==> config.mk <==
export PLATFORM = sky130hd
export DESIGN_NAME = cv2d_mac
export DESIGN_NICKNAME = d
export VERILOG_FILES = /design/src/rtl/cv2d_pkg.sv /design/src/rtl/cv2d_mac.sv
export SDC_FILE = /design/constraint.sdc
export NUM_CORES = 2
export LEC_CHECK = 0
export BUFFER_PORTS_ARGS = -buffer_cell sky130_fd_sc_hd__buf_2
export CAP_MARGIN = 10
export CELL_PAD_IN_SITES_DETAIL_PLACEMENT = 1
export CELL_PAD_IN_SITES_GLOBAL_PLACEMENT = 1
export CORE_MARGIN = 1
export CORE_UTILIZATION = 40
export CTS_CLUSTER_SIZE = 40
export DETAILED_ROUTE_END_ITERATION = 8
export GPL_TIMING_DRIVEN = 0
export PLACE_DENSITY = 0.72
export SETUP_SLACK_MARGIN = 0.05
export SYNTH_ARGS = -nofsm -noshare
export SYNTH_HDL_FRONTEND = slang
export SYNTH_SLANG_ARGS = --single-unit
export TNS_END_PERCENT = 5
==> constraint.sdc <==
create_clock -name clock -period 25.9 [get_ports clock]
set_input_delay 1.295 -clock clock [delete_from_list [all_inputs] [get_ports clock]]
set_output_delay 1.295 -clock clock [all_outputs]
set_load 0.02 [all_outputs]
==> src/rtl/cv2d_pkg.sv <==
`default_nettype none
package cv2d_pkg;

   // fixed pixel format
   localparam int PIXEL_BITS = 8;
   localparam int PIX_MAX    = (1 << PIXEL_BITS) - 1;

   // defaults for the top-level parameters
   localparam int DEF_MAX_KSIZE = 5;
   localparam int DEF_MAX_COLS  = 1024;
   localparam int DEF_MAX_ROWS  = 1024;
   localparam int DEF_FRAC_BITS = 6;

   // register port
   localparam int CFG_AW = 6;
   localparam int CFG_DW = 64;
   localparam int KWORDS = 4;
   localparam int DIM_W  = 11;
   localparam int KSZ_W  = 3;

   // signed products and sums (25 products of 16 bits fit easily)
   localparam int PROD_W = 16;
   localparam int ACC_W  = 24;

   typedef enum logic [1:0] {
      ST_OK        = 2'd0,
      ST_BAD_ROWS  = 2'd1,
      ST_BAD_COLS  = 2'd2,
      ST_BAD_KSIZE = 2'd3
   } status_type;

   typedef enum logic [2:0] {
      REG_NUM_ROWS = 3'd0,
      REG_NUM_COLS = 3'd1,
      REG_KSIZE    = 3'd2,
      REG_KWORD0   = 3'd3,
      REG_KWORD1   = 3'd4,
      REG_KWORD2   = 3'd5,
      REG_KWORD3   = 3'd6
   } reg_index_type;

   // control that travels with each window column
   typedef struct packed {
      logic       err;
      status_type status;
      logic       last;
      logic       emit;
      logic       first;
   } col_ctl_type;

endpackage
`default_nettype wire

==> src/rtl/cv2d_mac.sv <==
`default_nettype none
module cv2d_mac #(
   parameter int MAX_KSIZE = cv2d_pkg::DEF_MAX_KSIZE,
   parameter int FRAC_BITS = cv2d_pkg::DEF_FRAC_BITS
) (
   input  wire logic                  clock,
   input  wire logic                  reset,
   input  wire logic                  col_valid,
   output logic                       col_ready,
   input  wire cv2d_pkg::col_ctl_type col_ctl,
   input  wire logic [7:0]            col_pix [MAX_KSIZE],
   input  wire logic signed [7:0]     coef [MAX_KSIZE][MAX_KSIZE],
   output logic                       rsp_tvalid,
   input  wire logic                  rsp_tready,
   output logic [7:0]                 rsp_tdata,
   output logic [1:0]                 rsp_tuser,
   output logic                       rsp_tlast
);
   import cv2d_pkg::*;

   localparam int NB = MAX_KSIZE;

   // window stage: win_ff[j][i] is column age j, row age i
   logic                      c_valid_ff, c_valid_in;
   col_ctl_type               c_ctl_ff;
   logic [7:0]                win_ff [NB][NB];
   logic [7:0]                win_in [NB][NB];
   // product stage
   logic                      d_valid_ff, d_valid_in;
   col_ctl_type               d_ctl_ff;
   logic signed [PROD_W-1:0]  prod_ff [NB][NB];
   logic signed [PROD_W-1:0]  prod_in [NB][NB];
   // row sum stage
   logic                      e_valid_ff, e_valid_in;
   col_ctl_type               e_ctl_ff;
   logic signed [ACC_W-1:0]   rsum_ff [NB];
   logic signed [ACC_W-1:0]   rsum_in [NB];
   // output register
   logic                      f_valid_ff, f_valid_in;
   logic [7:0]                f_data_ff, f_data_in;
   logic [1:0]                f_user_ff, f_user_in;
   logic                      f_last_ff, f_last_in;

   logic c_fire, d_fire, e_fire, f_fire;
   logic d_ready, e_ready, f_ready;
   logic signed [ACC_W-1:0] acc;
   logic signed [ACC_W-1:0] acc_sh;

   assign f_ready   = !f_valid_ff || rsp_tready;
   assign e_ready   = !e_valid_ff || f_ready;
   assign d_ready   = !d_valid_ff || e_ready;
   assign col_ready = !c_valid_ff || d_ready;

   assign c_fire = col_valid && col_ready;
   assign d_fire = c_valid_ff && d_ready;
   assign e_fire = d_valid_ff && e_ready;
   assign f_fire = e_valid_ff && f_ready;

   // window shift; a row start clears the older columns
   always_comb begin
      win_in     = win_ff;
      c_valid_in = c_valid_ff;
      if (col_ready) begin
         c_valid_in = c_fire && (col_ctl.emit || col_ctl.err);
      end
      if (c_fire && !col_ctl.err) begin
         for (int j = NB - 1; j > 0; j--) begin
            for (int i = 0; i < NB; i++) begin
               win_in[j][i] = col_ctl.first ? 8'd0 : win_ff[j-1][i];
            end
         end
         for (int i = 0; i < NB; i++) begin
            win_in[0][i] = col_pix[i];
         end
      end
   end

   // products
   always_comb begin
      for (int i = 0; i < NB; i++) begin
         for (int j = 0; j < NB; j++) begin
            prod_in[i][j] = PROD_W'($signed({1'b0, win_ff[j][i]})) * PROD_W'(coef[i][j]);
         end
      end
      d_valid_in = d_ready ? d_fire : d_valid_ff;
   end

   // row sums
   always_comb begin
      for (int i = 0; i < NB; i++) begin
         rsum_in[i] = '0;
         for (int j = 0; j < NB; j++) begin
            rsum_in[i] = rsum_in[i] + ACC_W'(prod_ff[i][j]);
         end
      end
      e_valid_in = e_ready ? e_fire : e_valid_ff;
   end

   // total, shift and clamp
   always_comb begin
      acc = '0;
      for (int i = 0; i < NB; i++) begin
         acc = acc + rsum_ff[i];
      end
      acc_sh     = acc >>> FRAC_BITS;
      f_valid_in = f_valid_ff;
      f_data_in  = f_data_ff;
      f_user_in  = f_user_ff;
      f_last_in  = f_last_ff;
      if (f_ready) begin
         f_valid_in = f_fire;
         if (e_ctl_ff.err) begin
            f_data_in = '0;
            f_user_in = e_ctl_ff.status;
            f_last_in = 1'b1;
         end else begin
            if (acc <= 0) begin
               f_data_in = '0;
            end else if (acc_sh >= ACC_W'(PIX_MAX)) begin
               f_data_in = 8'(PIX_MAX);
            end else begin
               f_data_in = acc_sh[7:0];
            end
            f_user_in = ST_OK;
            f_last_in = e_ctl_ff.last;
         end
      end
   end

   always_ff @(posedge clock) begin
      if (reset) begin
         c_valid_ff <= 1'b0;
         d_valid_ff <= 1'b0;
         e_valid_ff <= 1'b0;
         f_valid_ff <= 1'b0;
      end else begin
         c_valid_ff <= c_valid_in;
         d_valid_ff <= d_valid_in;
         e_valid_ff <= e_valid_in;
         f_valid_ff <= f_valid_in;
      end
      win_ff <= win_in;
      if (c_fire) begin
         c_ctl_ff <= col_ctl;
      end
      if (d_fire) begin
         d_ctl_ff <= c_ctl_ff;
         prod_ff  <= prod_in;
      end
      if (e_fire) begin
         e_ctl_ff <= d_ctl_ff;
         rsum_ff  <= rsum_in;
      end
      f_data_ff <= f_data_in;
      f_user_ff <= f_user_in;
      f_last_ff <= f_last_in;
   end

   assign rsp_tvalid = f_valid_ff;
   assign rsp_tdata  = f_data_ff;
   assign rsp_tuser  = f_user_ff;
   assign rsp_tlast  = f_last_ff;

endmodule
`default_nettype wire

; Word-level counts from Yosys, hierarchy flattened
; Index checks and enable logic that the tools add are counted.
[word_totals]
inputBits = 250
register_bits = 747
[op_classes]
n_lt_le_gt_ge = 2
multipliers = 25
muxes = 1
reduce_logical = 17
addsub = 24
[ops]
columns = cell, count
row1 = multiplier 9 x 8 -> 16 bit, 25
row2 = adder 19 x 16 -> 20 bit, 5
row3 = adder 24 bit, 4
row4 = adder 18 x 16 -> 19 bit, 5
row5 = adder 17 x 16 -> 18 bit, 5
row6 = adder 16 x 16 -> 17 bit, 5
row7 = less-or-equal comparator 24 x 1 -> 1 bit (second input constant), 1
row8 = >= comparator 18 x 9 -> 1 bit (second input constant), 1
row9 = 2-to-1 mux 8 bit, 1
row10 = logical AND 1 bit, 6
row11 = logical NOT 1 bit, 5
row12 = logical OR 1 bit, 5
row13 = OR reduction 2 bit, 1

; Depth between registers and ports, before layout
[logic_depth]
ltp_word = 7
depth_mapped = 21
mapped_depth_nobuf = 21

; Worst setup path before layout
; No wires, ideal clock.
[synth_timing]
path_kind = input to register
startpoint = input port rsp_tready
endpoint = register d_ctl_ff[2] (netlist bit) (enable)
arrival_time_ns = 19.385
path_slack_ns = 5.286
n_path_buf = 0
path_stages = 3
cell_sequence = nor2b_1 and3_1 nor2b_1
[synth_via]
elab_chain_cells = 4
[synth_lines]
columns = item, line
row1 = start: declaration, cv2d_mac.sv:14  ; input wire logic rsp_tready,
row2 = logical OR 1 bit, cv2d_mac.sv:49  ; assign f_ready = !f_valid_ff || rsp_tready;
row3 = logical OR 1 bit, cv2d_mac.sv:50  ; assign e_ready = !e_valid_ff || f_ready;
row4 = logical OR 1 bit, cv2d_mac.sv:51  ; assign d_ready = !d_valid_ff || e_ready;
row5 = logical AND 1 bit, cv2d_mac.sv:55  ; assign d_fire = c_valid_ff && d_ready;
row6 = via d_fire, cv2d_mac.sv:44  ; logic c_fire, d_fire, e_fire, f_fire;
row7 = end signal: assignment, cv2d_mac.sv:147  ; d_ctl_ff <= c_ctl_ff;
row8 = end: declaration, cv2d_mac.sv:30  ; col_ctl_type d_ctl_ff;
; The timed path passes the listed nets, and every way through them passes these cells.
; A chain may end at the register's enable or synchronous reset.

==> Implementation_results.wiki <==
{| class="wikitable"
! Metric !! Value
|-
| Finish-stage setup viols || 0
|-
| Smallest hold slack || 0.420 ns
|-
| Slowest Stage Delay on Critical Path || 1.08 ns
|-
| Number of port buffers || 261
|-
| Initial antenna violation count || 46
|-
| Effective utilization at floorplan || 40.4%
|-
| Total power || 11.0 mW
|-
| DP HPWL || 196,000 um
|-
| Count of maximum capacitance violations || 0
|-
| Instance area at placement || 0.0926 sq mm
|-
| Root Buffer Master || clkbuf_16
|-
| Predominant post-synthesis flop cell || edfxtp_1
|-
| Final sum of negative setup slack || 0 ns
|-
| Mean post-synth cell area || 10.5 sq um
|-
| Async set-or-reset flop fraction in the synthesized netlist || 0%
|-
| Required time of the critical path || 26.26 ns
|-
| Fraction of the yosys area taken by sequential cells || 25.0%
|-
| Portion of total power attributed to combinational logic || 69.3%
|-
| Longest Clk Path Bufs || 3
|-
| Relative contribution of the clock network to total power || 12.5%
|-
| Total global-route track usage || 22.1%
|-
| Number of instances resized during post-cts repair || 0
|-
| Register share of total power || 18.2%
|-
| Final Instance Area || 0.0958 sq mm
|-
| Critical register-to-register path startpoint || win_ff[35]
|-
| Cell family with most CP delay || compound AO/OA/AOI/OAI gates
|-
| Antenna Nets Post-Route || 0
|-
| Clock tree from TritonCTS || yes
|-
| Critical path class || in -> reg
|-
| Leading area contributor after synthesis || fa_1
|-
| Via count of the first global-routing pass || 67,000
|-
| Die Y || 469 um
|-
| CP most frequent cell || fa_1
|-
| Remaining global-route overflow || 0
|-
| RSZ-0062 raised after global routing || no
|-
| Number of buffers and inverters on the critical path || 3
|-
| Post-synth EDFFs || 723
|-
| Cell count of the worst hold path || 0
|-
| Yosys warns || 0
|-
| Power per standard cell area || 115 mW/mm^2
|-
| Most frequently used cell type in the post-synthesis netlist || inv_1
|-
| Worst-Margin Slew || 1.28 ns
|-
| Number of fillers in the final layout || 23,800
|-
| Number of top-level pins || 263
|-
| Critical path peak fanout || 8
|-
| Share of post-route cells with drive strength above 1 || 5.34%
|-
| Skew final || 0.0414 ns
|-
| Top area cells in the synthesized netlist || fa_1 28%, edfxtp_1 25%, ha_1 16%
|-
| Final clock period utilization by the worst path || 23.1%
|-
| Fraction of power spent switching nets || 48.3%
|-
| Internal power contribution || 5.71 mW
|-
| Via density per instance || 5.07
|-
| Clock Pin Slew Worst Setup and Hold Paths || 0.06 ns
|-
| Clock sink total || 727
|-
| Yosys reg bits || 727
|-
| Site row count || 170
|-
| Global-route wire length before repair || 377,000 um
|-
| Fin util || 44.5%
|-
| CTS H-tree depth || 3
|-
| Worst slew margin || 15.0%
|-
| Result of the run || finished, final reports clean
|-
| Drt wl/cell || 20.3 um
|-
| Post-synth top cells || 1,645 x inv_1, 1,237 x fa_1, 1,124 x ha_1
|-
| Area grow syn2layout || 10.0%
|-
| Post-synth design cell area || 0.0871 sq mm
|-
| Cell-by-cell trace of the critical path || buf_2 > and2_1 > fa_1 > inv_1 > fa_1 > fa_1 > fa_1 > inv_1 > ha_1 > nor2b_1 > o21ai_0 > a21boi_0 > o21ai_0 > a21boi_0 > o21ai_0 > a21boi_0 > o311ai_0
|-
| Number of buffers created by CTS || 95
|-
| Number of cell instances on the worst register-to-register path || 16
|-
| Max-slew violation count || 0
|-
| Pre-CTS setup slack || 19.28 ns
|-
| Arrival time reported for the critical path endpoint || 6.35 ns
|-
| Worst hold endpoint || e_ctl_ff[5]
|-
| Final worst path period need || 5.98 ns
|-
| Starting DRT DRC Count || 2,694
|-
| Cell type of the slowest stage on the worst timing path || o311ai_0
|-
| Residual DRC || 0
|-
| Final-report hold violation count || 0
|-
| Vias || 58,700
|-
| Critical path startpoint category || input port
|-
| Maximum achievable frequency || 167 MHz
|-
| Final cell count without fillers || 11,600
|-
| Core outline area || 0.215 sq mm
|-
| Die extent in x || 469 um
|-
| Number of iterations in the first detailed-routing pass || 5
|-
| Hold buffer count at CTS || 0
|-
| Leakage power summed over all cells || 44.5 nW
|-
| Worst IR drop on VDD || 0.167 mV
|-
| Clock latency reported for the late side of the worst-skew pair || 0.76 ns
|-
| Pin count of the biggest net entering global routing || 35
|-
| Count of distinct cell types in the synthesized netlist || 67
|-
| Final RePlAce weighted congestion || 0.867
|-
| Power spent charging and discharging nets || 5.33 mW
|-
| Final wirelength || 236,000 um
|-
| Endpoint of the worst-slack reg-to-reg timing path || prod_ff[334]
|-
| Path type of the worst min-delay path || reg -> reg
|-
| Number of setup buffers added after CTS || 0
|-
| Top cell type's share of synthesized area || 28.4%
|-
| Source of the worst hold timing path || d_ctl_ff[5]
|-
| Placed instance count || 11,400
|-
| Synthesized instance count || 8,270
|-
| Setup WS post-layout || 19.92 ns
|-
| Final layout net count || 11,300
|-
| Net Count, Synth || 10,900
|-
| Kind of capture point of the worst setup path || register
|-
| Register-to-register setup slack || 20.03 ns
|-
| DIE AREA || 0.220 sq mm
|}
## cell type report
| class | instances | area [sq um] | area share (%) |
|---|---|---|---|
| multi-input cells | 5829 | 58900 | 61.5 |
| flip-flops and latches | 727 | 21800 | 22.7 |
| inverters | 1645 | 6170 | 6.45 |
| well taps | 2838 | 3550 | 3.71 |
| clock buffers | 113 | 2440 | 2.55 |
| repair buffers | 289 | 1900 | 1.98 |
| clock inverters | 62 | 743 | 0.776 |
| plain buffers | 69 | 265 | 0.277 |
| diodes | 15 | 37.5 | 0.0392 |
## sequential cells by signal, indices dropped and copies added, names as in the netlist
name        cells
d_ctl_ff        4
prod_ff       400
d_valid_ff      1
e_valid_ff      1
c_valid_ff      1
rsp_tdata       8
rsp_tvalid      1
rsp_tlast       1
c_ctl_ff        4
rsp_tuser       2
rsum_ff       100
e_ctl_ff        4
win_ff        200
## worst max path at each step
stage,depth (start not counted),slack (ns),end,startpoint
finish,17,19.92,prod_ff[334],coef[162]
floorplan,3,5.29,d_ctl_ff[2],rsp_tready
global route,17,19.74,prod_ff[334],coef[162]
detailed placement,17,19.28,prod_ff[334],coef[167]
CTS,17,20.01,prod_ff[334],coef[162]
global placement,4,-3.00,prod_ff[181],rsp_tready
## layout by cell type (no fill, tap or decap), types with 16 or more instances in the layout
| master | instances |
|---|---|
| buf_12 | 21 |
| o21ai_0 | 163 |
| nand2b_1 | 153 |
| a21boi_0 | 75 |
| a21oi_1 | 143 |
| a21o_1 | 46 |
| ha_1 | 1124 |
| clkbuf_16 | 95 |
| a31oi_1 | 17 |
| o21a_1 | 31 |
| o2111ai_1 | 20 |
| buf_2 | 262 |
| edfxtp_1 | 723 |
| nand4_1 | 16 |
| nand2_1 | 691 |
| fa_1 | 1237 |
| inv_1 | 1645 |
| nor3_1 | 64 |
| xor2_1 | 34 |
| nand3_1 | 68 |
| clkbuf_1 | 82 |
| nor2_1 | 352 |
| xnor2_1 | 283 |
| o41a_1 | 17 |
| nor2b_1 | 230 |
| and2_1 | 869 |
## kinds of logic after synthesis
family	share of synthesized area (%)
compound gates	4.77
fa+ha+maj	44.6
buf+inv	7.39
flops	25.0
mux	0.103
simple gates	14.9
xor+xnor	3.19
## worst register-to-register path, cell delays in order (launching register included)
cell	delay (ns)
edfxtp_1	0.53
and2_1	0.25
fa_1	0.43
inv_1	0.08
fa_1	0.44
fa_1	0.52
fa_1	0.50
inv_1	0.05
ha_1	0.31
nor2b_1	0.14
o21ai_0	0.23
a21boi_0	0.17
o21ai_0	0.22
a21boi_0	0.15
o21ai_0	0.24
a21boi_0	0.18
o311ai_0	1.08
## power by group through the flow
| stage | Combinational, mW | Clock [mW] | Sequential, mW |
|---|---|---|---|
| 3_3_place_gp | 7.27 | 0 | 2.06 |
| 3_5_place_dp | 7.55 | 0 | 2.03 |
| 5_1_grt | 8.53 | 1.45 | 2.03 |
| 2_1_floorplan | 5.42 | 0 | 1.97 |
| 6_report | 7.65 | 1.38 | 2.00 |
| 4_1_cts | 7.67 | 1.42 | 2.01 |
## metal layers
| metal | up-vias | track usage (%) | routed length (um) |
|---|---|---|---|
| met5 | - | 0 | 172 |
| met4 | 28 | 6.63 | 7160 |
| met3 | 330 | 2.73 | 7930 |
| met2 | 871 | 38.6 | 117000 |
| met1 | 30500 | 28.7 | 103000 |
| li1 | 27000 | - | - |
Note: power is estimated with default switching activity, not from simulation.
